**src/design/l2vn_pkg.sv**
```systemverilog
// ---------------------------------------------------------------------------
// l2vn_pkg: shared types and constants of the L2 vector normalizer
// Widths of the datapath and the descriptor passed from front to back.
// ---------------------------------------------------------------------------
`timescale 1ns / 1ps
`default_nettype none
package l2vn_pkg;

  localparam int ELEM_W  = 16;
  localparam int SUM_W   = 37;
  localparam int CNT_W   = 7;    // holds a vector length up to 64
  localparam int SCALE_W = 32;
  localparam int ACC_W   = 106;  // inverse root search accumulators
  localparam int PROD_W  = 49;   // 17-bit magnitude times 32-bit scale

  // One finished vector, handed from front to back
  typedef struct packed {
    logic [SUM_W-1:0] sum;
    logic [CNT_W-1:0] count;
    logic             ovf;
    logic             bank;
  } vec_desc_t;

  // Release of a store bank once all its elements are emitted
  typedef struct packed {
    logic valid;
    logic bank;
  } bank_free_t;

endpackage
`default_nettype wire

```
**src/design/l2vn_queue.sv**
```systemverilog
// ---------------------------------------------------------------------------
// l2vn_queue: two-entry descriptor queue
// Decouples element intake from the normalize and emit pass.
// ---------------------------------------------------------------------------
`timescale 1ns / 1ps
`default_nettype none
module l2vn_queue (
  input  wire logic                 clk,
  input  wire logic                 rst,
  input  wire logic                 push_valid,
  input  wire l2vn_pkg::vec_desc_t  push_data,
  output logic                      push_ready,
  output logic                      pop_valid,
  output l2vn_pkg::vec_desc_t       pop_data,
  input  wire logic                 pop_take
);
  import l2vn_pkg::*;

  vec_desc_t  entry [2];
  logic       wptr;
  logic       rptr;
  logic [1:0] fill;

  assign push_ready = fill != 2'd2;
  assign pop_valid  = fill != 2'd0;
  assign pop_data   = entry[rptr];

  // Write entries
  always_ff @(posedge clk) begin
    if (push_valid && push_ready) begin
      entry[wptr] <= push_data;
    end
  end

  // Advance pointers and fill level
  always_ff @(posedge clk) begin
    if (rst) begin
      wptr <= 1'b0;
      rptr <= 1'b0;
      fill <= 2'd0;
    end else begin
      if (push_valid && push_ready) begin
        wptr <= ~wptr;
      end
      if (pop_take && pop_valid) begin
        rptr <= ~rptr;
      end
      fill <= fill + 2'(push_valid && push_ready) - 2'(pop_take && pop_valid);
    end
  end

endmodule
`default_nettype wire

```
**config.mk**
```make
export PLATFORM = sky130hd
export DESIGN_NAME = l2vn_queue
export DESIGN_NICKNAME = d
export VERILOG_FILES = /design/src/design/l2vn_pkg.sv /design/src/design/l2vn_queue.sv
export SDC_FILE = /design/constraint.sdc
export NUM_CORES = 1
export LEC_CHECK = 0
export ABC_AREA = 1
export ABC_CLOCK_PERIOD_IN_PS = 2650
export BUFFER_PORTS_ARGS = -buffer_cell sky130_fd_sc_hd__buf_2
export CELL_PAD_IN_SITES_DETAIL_PLACEMENT = 1
export CELL_PAD_IN_SITES_GLOBAL_PLACEMENT = 2
export CORE_ASPECT_RATIO = 0.75
export CORE_MARGIN = 2
export CORE_UTILIZATION = 34
export DETAILED_ROUTE_END_ITERATION = 16
export PLACE_DENSITY = 0.75
export REMOVE_ABC_BUFFERS = 1
export SYNTH_ARGS = -nofsm -noshare
export SYNTH_HDL_FRONTEND = slang
export SYNTH_SLANG_ARGS = --single-unit
```
**constraint.sdc**
```tcl
create_clock -name clk -period 2.65 [get_ports clk]
set_input_delay 0.265 -clock clk [delete_from_list [all_inputs] [get_ports clk]]
set_output_delay 0.265 -clock clk [all_outputs]
set_load 0.05 [all_outputs]
```
**Word level (Yosys, flattened, before mapping)**

Memory sizes are Yosys's and may differ from the RTL's. A register that Yosys moved wholly into a read port is not among the register bits.
Cells that the tools add are included.

- Eq/ne operators: 1
- Bitwise operators: 2
- Reductions and logical operators: 3
- Muxes and demuxes: 4
- $add $sub $neg: 2

Operators with widths:

| operator | count |
|---|---|
| 1-bit two-way mux | 4 |
| 2-bit by 1-bit adder with 2-bit output | 1 |
| 1-bit logical AND | 2 |
| 2-bit != test (second input constant) | 1 |
| 1-bit inverter | 2 |
| 2-bit nonzero test | 1 |
| 2-bit by 1-bit subtractor with 2-bit output | 1 |

- Output and inout port bits: 48
- Memories kept: 1
- Logic and storage cells: 16
- RAM bits: 92
- Bits of input ports: 50
- Register bits: 4

Memories:

| memory | words | bits a word | read ports | clocked after memory_dff | write ports | line | source |
|---|---|---|---|---|---|---|---|
| entry | 2 | 46 | 1 | 1 | 1 | l2vn_queue.sv:19 | `vec_desc_t entry [2];` |

**Depth between registers and ports, before layout**

Gate-level depths: netlist of the first run.

- Depth in word-level cells: 4
- Gate-level depth with buffers: 11
- Depth with buffers taken out: 11

**Least setup slack after synthesis of the first run**

Ideal clock, no wire load.

- Kind: reg2reg
- Start: register fill[0]
- End: memory entry[0][0] (netlist name) (enable)
- Required time: 2,200 ps
- Cell stages (with the launch flop): 5
- Library setup time: 450 ps
- Arrival time: 2,867 ps
- Slack: -667 ps
- Path buffers: 0
- Period minus slack after synthesis: 3,317 ps
- Cells stage by stage: dfxtp_1 inv_1 nand2_1 nand2_1 nor2_1

- Word-level cells in the longest chain between the ends: 4

Ends and longest elaborated chain:

| what | line | source |
|---|---|---|
| start: declaration | l2vn_queue.sv:22 | `logic [1:0] fill;` |
| start signal: assignment | l2vn_queue.sv:48 | `fill <= fill + 2'(push_valid && push_ready) - 2'(pop_take && pop_valid);` |
| 2-bit != test | l2vn_queue.sv:24 | `assign push_ready = fill != 2'd2;` |
| named net push_ready | l2vn_queue.sv:12 | `output logic push_ready,` |
| 1-bit logical AND | l2vn_queue.sv:30 | `if (push_valid && push_ready) begin` |
| 1-bit two-way mux | l2vn_queue.sv:30 |  |
| 1-bit two-way mux (not written as such) | l2vn_queue.sv:31 | `entry[wptr] <= push_data;` |
| end: declaration | l2vn_queue.sv:19 |  |

The timed path passes the listed nets, and every way through them passes these cells.

==> summary.md, run 1 <==
| Metric | Value |
|---|---|
| TritonCTS clock tree | yes |
| Layout cells sized above 1 | 0.562 |
| Final Power | between 5 and 6 mW |
| Crit path kind | register to output port |
| Sequential fraction of the synthesis area | 0.760 |
| Post-route ant nets | 0 |
| Hold endpoint | fill[0] |
| Vias | 1897 |
| Crit Path Max Fanout | 18 |
| Largest stage delay on the critical path | 0.56 ns |
| Antenna diode count | 0 |
| # hold bufs at CTS | 0 |
| Syn_area_per_cell | 20.9 um^2 |
| DR iter-0 viols | 137 |
| Met2 Use GR | 0.201 |
| Setup Buffers After CTS | 0 |
| CTS buffer count | 9 |
| Initial Utilization | 0.347 |
| Critical Path RT | 2.38 ns |
| Crit path max-delay cell type | dfxtp_4 |
| Seq cells post-synth | 97 |
| Number of port buffers | 97 |
| Cell count after synthesis | 180 |
| Post-route DRC | 0 |
| IO Pins | between 90 and 100 |
| Pre-antenna DRT Iters | 4 |
| Met3 usage | 0.0561 |
| Antenna violations before repair | 1 |
| Hold crit path type | input port to register |
| VDD IR-drop max | 0.544 mV |
| First-pass GRT wire length | 10.4 mm |
| Critical Path AT | 1.79 ns |
| Slew headroom | 0.638 |
| Pwr dens | around 1100 mW/mm^2 |
| Placed wire-length estimate | 5.01 mm |
| Worst clock skew | 0.00282 ns |
| Status | finished, final reports clean |
| Placement Cell Area | 0.00441 mm^2 |
| Die extent in y | approximately 95 um |
| CP cell instances | buf_4 -> mux2_2 -> buf_2 |
| Worst Setup Slack post-DPL | between 0.8 and 0.9 ns |
| Total Routing Usage GR | 0.120 |
| Clock-pin slew on the worst setup and hold paths | 0.06 ns |
| Setup WS post-layout | 0.600 ns |
| Resized Gates After CTS | 0 |
| Startpoint Class | register |
| Met1 GRT Util | 0.132 |
| Synth Cell Area | 0.00377 mm^2 |
| Die ar. | between 0.01 and 0.015 mm^2 |
| Total wire length | around 7 mm |
| Vias per cell | approximately 4.4 |
| Clk sinks | between 90 and 100 |
| Slew Limit Fails | 0 |
| Cell Count Post-Placement | 417 |
| Most frequent cells in the layout | 97 x buf_2, 92 x edfxtp_1, 40 x mux2_4, 9 x clkbuf_16 |
| Setup violators final | 0 |
| Syn-to-layout area delta | 24.6% |
| Largest net degree at the start of global routing | 31 |
| Placer Congestion | 0.683 |
| H-tree levels | 3 |
| Later-pin clock latency in the skew report | 0.33 ns |
| Worst r2r dst | entry[0][10] |
| RSZ-0062 raised after global routing | no |
| R2R setup slack | 0.94 ns |
| Final Hold Vio Count | 0 |
| Avg WL per Cell | about 16 um |
| GR Overflow Total | 0 |
| Placeable Area | between 0.01 and 0.015 mm^2 |
| Final instance area | 0.00469 mm^2 |
| CTS max path bufs | 2 |
| Finished Core Util | 0.432 |
| NumNets Final | 340 |
| GRT Max-Usage Layer | met2 |
| Post-layout min period | about 2.1 ns |
| Number of max-cap violations | 0 |
| Final setup TNS | 0 ns |
| Final Cycle Share | 0.774 |
| Non-filler cells in the finished layout | ~430 |
| Root buffer cell | clkbuf_16 |
| Row count | 33 |
| Worst hold margin | 0.0987 ns |
| Hold Crit Start | rst |
| FMAX | 0.488 GHz |
| Most common cell after layout, fill and taps aside | buf_2 |
| Distinct cell type count of the synthesized netlist | 12 |
| Horiz. Die Dim | 126 um |
| Leak | 1.86 nW |
| Worst Hold Path Cells | 2 |
| Synthesis warning total | 0 |
| Worst slew pin tran | about 0.54 ns |
| Reg-to-Reg Start | fill[0] |
| Vias in the first global route | 2028 |
| Critical Path Sink Type | output port |
| Worst reg2reg path depth | 5 |
-- cell usage after synthesis (all sizes together) --
library cell | instances | share of area
buf | 5 | 0.024
dfxtp | 5 | 0.027
a21oi | 2 | 0.0027
nor2 | 9 | 0.0090
inv | 8 | 0.0080
edfxtp | 92 | 0.73
nand2 | 8 | 0.0080
nand3 | 3 | 0.0040
mux2 | 46 | 0.18
ha | 2 | 0.0066
-- worst max-delay path: cells and delay by family (launching register included) --
family   cells  cell delay, ns
flops        1            0.56
buf+inv      2            0.51
mux          1            0.37
-- flip-flops by register name, indices dropped and copies added, names as in the netlist, named ones only --
register and count:
entry 92, rptr 1, fill 2, wptr 1
-- cell families (layout without fill, tap and decap cells) --
group,count (synthesis),in the layout,share of synthesized area
flip-flops,97,97,0.760
AO/OA/AOI/OAI,2,2,0.00266
adder cells (fa/ha/maj),2,2,0.00664
buffers and inverters,13,125,0.0322
AND/OR/NAND/NOR,20,20,0.0209
multiplexers,46,46,0.177
-- routing by layer --
metal,vias up,wire (um)
met4,2,136
met1,914,2790
li1,896,-
met3,17,506
met2,68,3540
met5,-,11
-- area by class of cell --
cell class	instances	area [um^2]
inverter	8	30.0
multi-input combinational	70	790
clock inverter	6	58.8
tap	140	175
fill	1098	6170
timing repair buffer	102	548
clock buffer	9	225
sequential	97	2870
-- worst max-delay path by stage --
| stage | startpoint | to | slack, ns | cells past startpoint |
|---|---|---|---|---|
| 6_report | register | pop_data[3] | 0.60 | 3 |
| 5_1_grt | register | pop_data[3] | 0.51 | 3 |
| 3_3_place_gp | register | pop_data[3] | 0.94 | 3 |
| 4_1_cts | register | pop_data[3] | 0.55 | 3 |
| 3_5_place_dp | fill[0] | entry[0][10] | 0.89 | 5 |
| 2_1_floorplan | fill[0] | entry[0][0] | -0.67 | 4 |
-- report_power, final --
| part | total (mW) | leakage, nW | switching [mW] | internal, mW |
|---|---|---|---|---|
| Combinational | 1.80 | 0.824 | 1.23 | 0.574 |
| Clock | 1.23 | 0.137 | 0.514 | 0.720 |
| Sequential | 2.05 | 0.901 | 0.108 | 1.94 |
| Total | 5.09 | 1.86 | 1.85 | 3.24 |
No activity file was read; power rests on OpenSTA's default activity.
==> run 2, diff against run 1 <==
ABC_CLOCK_PERIOD_IN_PS = 1800   (was 2650)
clock period = 1.8 ns   (was 2.65 ns; I/O delays follow)
==> run 2 against run 1 <==
  * Sequential power is 45% higher
  * Clock-buffer cell count is 1 higher
  * Via count is 2.1% higher
  * Worst setup slack worse by 0.49 ns
  * Sequential share of layout area is 0.76 points lower
  * Cell area is 1.3% higher
  * Highest routed layer is now met4
==> summary.md, run 2 (synthesis gave the netlist of run 1 again) <==
| Metric | Value |
|---|---|
| Worst Setup Slack post-DPL | 0.228 ns (was 0.889 ns) |
| Total wire length | 6.86 mm (was 6.98 mm) |
| Slew headroom | 0.789 (was 0.638) |
| Placement Cell Area | 0.00445 mm^2 (was 0.00441 mm^2) |
| Pwr dens | 1590 mW/mm^2 (was 1080 mW/mm^2) |
| Worst Hold Path Cells | 1 (was 2) |
| IO Pins | 98 (unchanged) |
| Top delay family on crit path | buffers and inverters (was flip-flops) |
| Layout cells sized above 1 | 0.559 (was 0.562) |
| Number of max-cap violations | 0 (unchanged) |
| Slew Limit Fails | 0 (unchanged) |
| Total Routing Usage GR | 0.119 (was 0.120) |
| DR iter-0 viols | 66 (was 137) |
| Worst slew pin tran | 0.315 ns (was 0.541 ns) |
| Root buffer cell | clkbuf_16 (unchanged) |
| Placed wire-length estimate | 4.69 mm (was 5.01 mm) |
| Critical Path AT | 1.51 ns (was 1.79 ns) |
| Crit Path Max Fanout | 26 (was 18) |
| Max reg flops | 92 (unchanged) |
| NumNets Final | 342 (was 340) |
| RSZ-0062 raised after global routing | no (unchanged) |
| Hold crit path type | input port to register (unchanged) |
| Setup WS post-layout | 0.112 ns (was 0.600 ns) |
| Leak | 1.88 nW (was 1.86 nW) |
| Biggest register | entry (unchanged) |
| CTS buffer count | 9 (unchanged) |
| Worst reg2reg path depth | 10 (was 5) |
| Crit path max-delay cell type | dfxtp_4 (unchanged) |
| Hold Crit Start | push_data[13] (was rst) |
| Startpoint Class | register (unchanged) |
| Number of port buffers | 97 (unchanged) |
| Vias per cell | 4.45 (was 4.39) |
| Clock-pin slew on the worst setup and hold paths | 0.06 ns (about the same) |
| Post-layout min period | 1.69 ns |
| Antenna diode count | 0 (unchanged) |
| First-pass GRT wire length | 10.5 mm (was 10.4 mm) |
| Row count | 33 (unchanged) |
| Fill count | 1099 (was 1098) |
| GR Overflow Total | 0 (unchanged) |
| Setup violators final | 0 (unchanged) |
| Worst clock skew | 0.00300 ns (was 0.00282 ns) |
| Critical Path RT | 1.62 ns (was 2.38 ns) |
| Later-pin clock latency in the skew report | 0.33 ns (about the same) |
| FMAX | 0.592 GHz |
| Largest stage delay on the critical path | 0.37 ns (was 0.56 ns) |
| Clk sinks | 97 (unchanged) |
| Placer Congestion | 0.686 (was 0.683) |
| Largest net degree at the start of global routing | 38 (was 31) |
| Vias in the first global route | 2025 (was 2028) |
| Final Hold Vio Count | 0 (unchanged) |
| Post-route ant nets | 0 (unchanged) |
| Worst r2r dst | fill[1] (was entry[0][10]) |
| Final instance area | 0.00475 mm^2 (was 0.00469 mm^2) |
| Syn-to-layout area delta | 26.2% (was 24.6%) |
| Critical Path Sink Type | output port (unchanged) |
| CP cell instances | buf_12 -> mux2_2 -> buf_2 (was buf_4 -> mux2_2 -> buf_2) |
| H-tree levels | 3 (unchanged) |
| Horiz. Die Dim | 126 um (unchanged) |
| Antenna violations before repair | 0 (was 1) |
| Post-route DRC | 0 (unchanged) |
| Regs by FF count | entry (92), fill (2) (unchanged) |
| Final Cycle Share | 0.938 |
| Initial Utilization | 0.347 (unchanged) |
| Most common cell after layout, fill and taps aside | buf_2 (unchanged) |
| Hold endpoint | entry[1][13] (was fill[0]) |
| Crit path buffers/inverters | 2 (unchanged) |
| CTS max path bufs | 2 (unchanged) |
| VDD IR-drop max | 0.861 mV (was 0.544 mV) |
| Final Power | 7.57 mW (was 5.09 mW) |
| Setup Buffers After CTS | 0 (unchanged) |
| Die extent in y | 95.1 um (unchanged) |
| R2R setup slack | 0.23 ns (was 0.94 ns) |
| Avg WL per Cell | 15.8 um (was 16.2 um) |
| Vias | 1937 (was 1897) |
| Placeable Area | 0.0109 mm^2 (unchanged) |
| TritonCTS clock tree | yes (unchanged) |
| Status | finished, final reports clean (unchanged) |
| Crit path kind | register to output port (unchanged) |
| Reg-to-Reg Start | fill[0] (unchanged) |
| Die ar. | 0.0119 mm^2 (unchanged) |
| Most frequent cells in the layout | 97 x buf_2, 92 x edfxtp_1, 40 x mux2_4, 9 x clkbuf_16 (unchanged) |
| Pre-antenna DRT Iters | 4 (unchanged) |
run 2: metrics by stage:
stage | hold WS (ns) | instances | setup TNS (ns) | util
4_1_cts | 0.0143 | 435 | 0 | 0.438
2_1_floorplan | 0.251 | 175 | -122.79 | -
5_1_grt | 0.00860 | 435 | 0 | 0.438
3_3_place_gp | 0.351 | 418 | 0 | 0.410
3_5_place_dp | 0.358 | 418 | 0 | 0.410
6_report | 0.0292 | 435 | 0 | 0.438
run 2: layout make-up:
type                            instances  area (um^2)  area share
Clock buffer                           10          229      0.0482
Inverter                                8         30.0     0.00632
Multi-Input combinational cell         70          790       0.166
Timing Repair Buffer                  104          603       0.127
Sequential cell                        97         2870       0.603
Clock inverter                          6         58.8      0.0124
Tap cell                              140          175      0.0369
run 2: how the worst max path moves through the flow:
stage | start | endpoint | slack (ns) | depth (start not counted)
floorplan | fill[0] | entry[0][0] | -1.52 | 4
global placement | fill[0] | fill[1] | 0.30 | 10
detailed placement | fill[0] | fill[1] | 0.23 | 10
CTS | register | pop_data[4] | 0.08 | 3
global route | register | pop_data[1] | 0.05 | 3
finish | register | pop_data[1] | 0.11 | 3
run 2: where the power goes:
part	internal (mW)	leakage (nW)	total (mW)	switching [mW]
combinational	0.892	0.843	2.76	1.87
sequential	2.86	0.901	2.97	0.107
clock	1.07	0.138	1.84	0.771
run 2: routing by layer:
metal,vias to the layer above,global-route usage,part of all wire
met5,-,0,0
met4,0,0.0472,0.0086
met3,5,0.0556,0.074
met2,66,0.200,0.50
met1,963,0.134,0.42
li1,903,-,-
run 2: worst register-to-register path: cells and delay by family (launching register included):
kind / cells / cell delay, ns
and+or+nand+nor: 4 / 0.34
buffers and inverters: 3 / 0.16
DFF: 1 / 0.36
adders and majority gates: 2 / 0.47
AOI/OAI and AO/OA: 1 / 0.12
run 2: repair_timing:
action                    CTS  global route
hold endpoints to repair    1             0
gates resized for setup     0             0
hold buffers                1             0
==> run 3, diff against run 2 <==
CAP_MARGIN = 20   (was unset)
HOLD_SLACK_MARGIN = 0.08   (was unset)
==> run 3 against run 2 <==
  * Flip-flop and latch count stayed put
  * Worst setup slack hardly changed
  * First-iteration DRC count is 6.1% lower
  * Final cell count is 11% higher
  * Power is 1.1% higher
  * Sequential share of layout area is 5.3 points lower
  * Global-route usage is 0.77 points higher
  * Via count is 8.0% higher
  * Hold slack better by 0.12 ns
  * Critical path depth stayed put
  * Utilization is 4.2 points higher
==> summary.md, run 3 (synthesis gave the netlist of run 1 again) <==
| Metric | Value |
|---|---|
| Status | finished, final reports clean (unchanged) |
| Initial Utilization | 0.347 (unchanged) |
| First-pass GRT wire length | 11.3 mm (was 10.5 mm) |
| TritonCTS clock tree | yes (unchanged) |
| Worst clock skew | 0.00337 ns (was 0.00300 ns) |
| Critical Path AT | 1.51 ns (about the same) |
| GRT Max-Usage Layer | met2 (unchanged) |
| Pwr dens | 1470 mW/mm^2 (was 1590 mW/mm^2) |
| Die ar. | 0.0119 mm^2 (unchanged) |
| H-tree levels | 3 (unchanged) |
| Regs by FF count | entry (92), fill (2) (unchanged) |
| Most frequent cells in the layout | 97 x buf_2, 92 x edfxtp_1, 47 x dlygate4sd3_1, 40 x mux2_4, 9 x clkbuf_16 (was 97 x buf_2, 92 x edfxtp_1, 40 x mux2_4, 9 x clkbuf_16) |
| Placer Congestion | 0.686 (unchanged) |
| Worst Setup Slack post-DPL | 0.228 ns (unchanged) |
| Final instance area | 0.00521 mm^2 (was 0.00475 mm^2) |
| Met1 GRT Util | 0.144 (was 0.134) |
| Placeable Area | 0.0109 mm^2 (unchanged) |
| Antenna diode count | 0 (unchanged) |
| Placed wire-length estimate | 4.69 mm (unchanged) |
| Met3 usage | 0.0494 (was 0.0556) |
| Worst hold margin | 0.149 ns (was 0.0292 ns) |
| Worst slew pin tran | 0.315 ns (about the same) |
| Clock-pin slew on the worst setup and hold paths | 0.06 ns (about the same) |
| Crit path kind | register to output port (unchanged) |
| Slew headroom | 0.790 (was 0.789) |
| IO Pins | 98 (unchanged) |
| Setup violators final | 0 (unchanged) |
| Layout cells sized above 1 | 0.484 (was 0.559) |
| # hold bufs at CTS | 47 (was 1) |
| Worst reg2reg path depth | 10 (unchanged) |
| Horiz. Die Dim | 126 um (unchanged) |
| Post-layout min period | 1.69 ns (about the same) |
| Resized Gates After CTS | 0 (unchanged) |
| Later-pin clock latency in the skew report | 0.34 ns (was 0.33 ns) |
| FMAX | 0.592 GHz (about the same) |
| Die extent in y | 95.1 um (unchanged) |
| Total wire length | 7.18 mm (was 6.86 mm) |
| Post-route DRC | 0 (unchanged) |
| Syn-to-layout area delta | 38.4% (was 26.2%) |
| Antenna violations before repair | 0 (unchanged) |
| Pre-antenna DRT Iters | 4 (unchanged) |
| Vias per cell | 4.35 (was 4.45) |
| VDD IR-drop max | 0.861 mV (about the same) |
| Post-route ant nets | 0 (unchanged) |
| Final Cycle Share | 0.938 (about the same) |
| Final Hold Vio Count | 0 (unchanged) |
| Finished Core Util | 0.480 (was 0.438) |
| Slew Limit Fails | 0 (unchanged) |
| Biggest register | entry (unchanged) |
| Critical Path Sink Type | output port (unchanged) |
| RSZ-0062 raised after global routing | no (unchanged) |
| Vias | 2092 (was 1937) |
| Total Routing Usage GR | 0.127 (was 0.119) |
| Placement Cell Area | 0.00445 mm^2 (unchanged) |
| Root buffer cell | clkbuf_16 (unchanged) |
| CTS buffer count | 9 (unchanged) |
| Crit Path Max Fanout | 26 (unchanged) |
| Number of max-cap violations | 0 (unchanged) |
| Number of port buffers | 97 (unchanged) |
| Setup WS post-layout | 0.112 ns (about the same) |
| Hold crit path type | input port to register (unchanged) |
| DR iter-0 viols | 62 (was 66) |
| Setup Buffers After CTS | 0 (unchanged) |
| Row count | 33 (unchanged) |
| NumNets Final | 388 (was 342) |
| CTS max path bufs | 2 (unchanged) |
| Leak | 2.07 nW (was 1.88 nW) |
| Startpoint Class | register (unchanged) |
| GR Overflow Total | 0 (unchanged) |
| Max reg flops | 92 (unchanged) |
| Critical Path RT | 1.62 ns (about the same) |
| Met2 Use GR | 0.219 (was 0.200) |
| Clk sinks | 97 (unchanged) |
| Avg WL per Cell | 14.9 um (was 15.8 um) |
| Vias in the first global route | 2241 (was 2025) |
| Most common cell after layout, fill and taps aside | buf_2 (unchanged) |
| Largest net degree at the start of global routing | 38 (unchanged) |
| Worst Hold Path Cells | 3 (was 1) |
-- run 3: metrics by stage --
step           instances  power (mW)  setup TNS (ns)
6_report             481        7.65               0
5_1_grt              481        7.98               0
4_1_cts              481        7.76               0
3_5_place_dp         418        5.82               0
3_3_place_gp         418        5.77               0
2_1_floorplan        175        5.17         -122.79
-- run 3: power by group --
part           internal [mW]  leakage [nW]  switching, mW
registers               2.86         0.901          0.106
logic                  0.957          1.04           1.88
clock network           1.07         0.138          0.773
total                   4.88          2.07           2.76
-- run 3: final timing paths --
kind                    from          end  slack [ns]
hold / removal    push_valid         wptr        0.15
setup / recovery    register  pop_data[4]        0.11
setup reg to reg     fill[0]      fill[1]        0.23
hold reg to reg         rptr     register        0.51
-- run 3: routing by layer --
metal | vias up | share of wire
li1 | 994 | -
met1 | 1016 | 0.41
met2 | 73 | 0.51
met3 | 9 | 0.059
met4 | 0 | 0.015
met5 | - | 0
-- run 3: worst max-delay path, stage by stage, from the launching register on --
cell and delay [ns]:
dfxtp_4 0.37, buf_12 0.23, mux2_2 0.35, buf_2 0.21
-- run 3: area by class of cell --
cell class	count	area, um^2
well taps	140	175
clock inverters	6	58.8
inverters	8	30.0
flip-flops and latches	97	2870
fillers	1075	5650
multi-input cells	70	790
clock buffers	10	229
repair buffers	150	1060
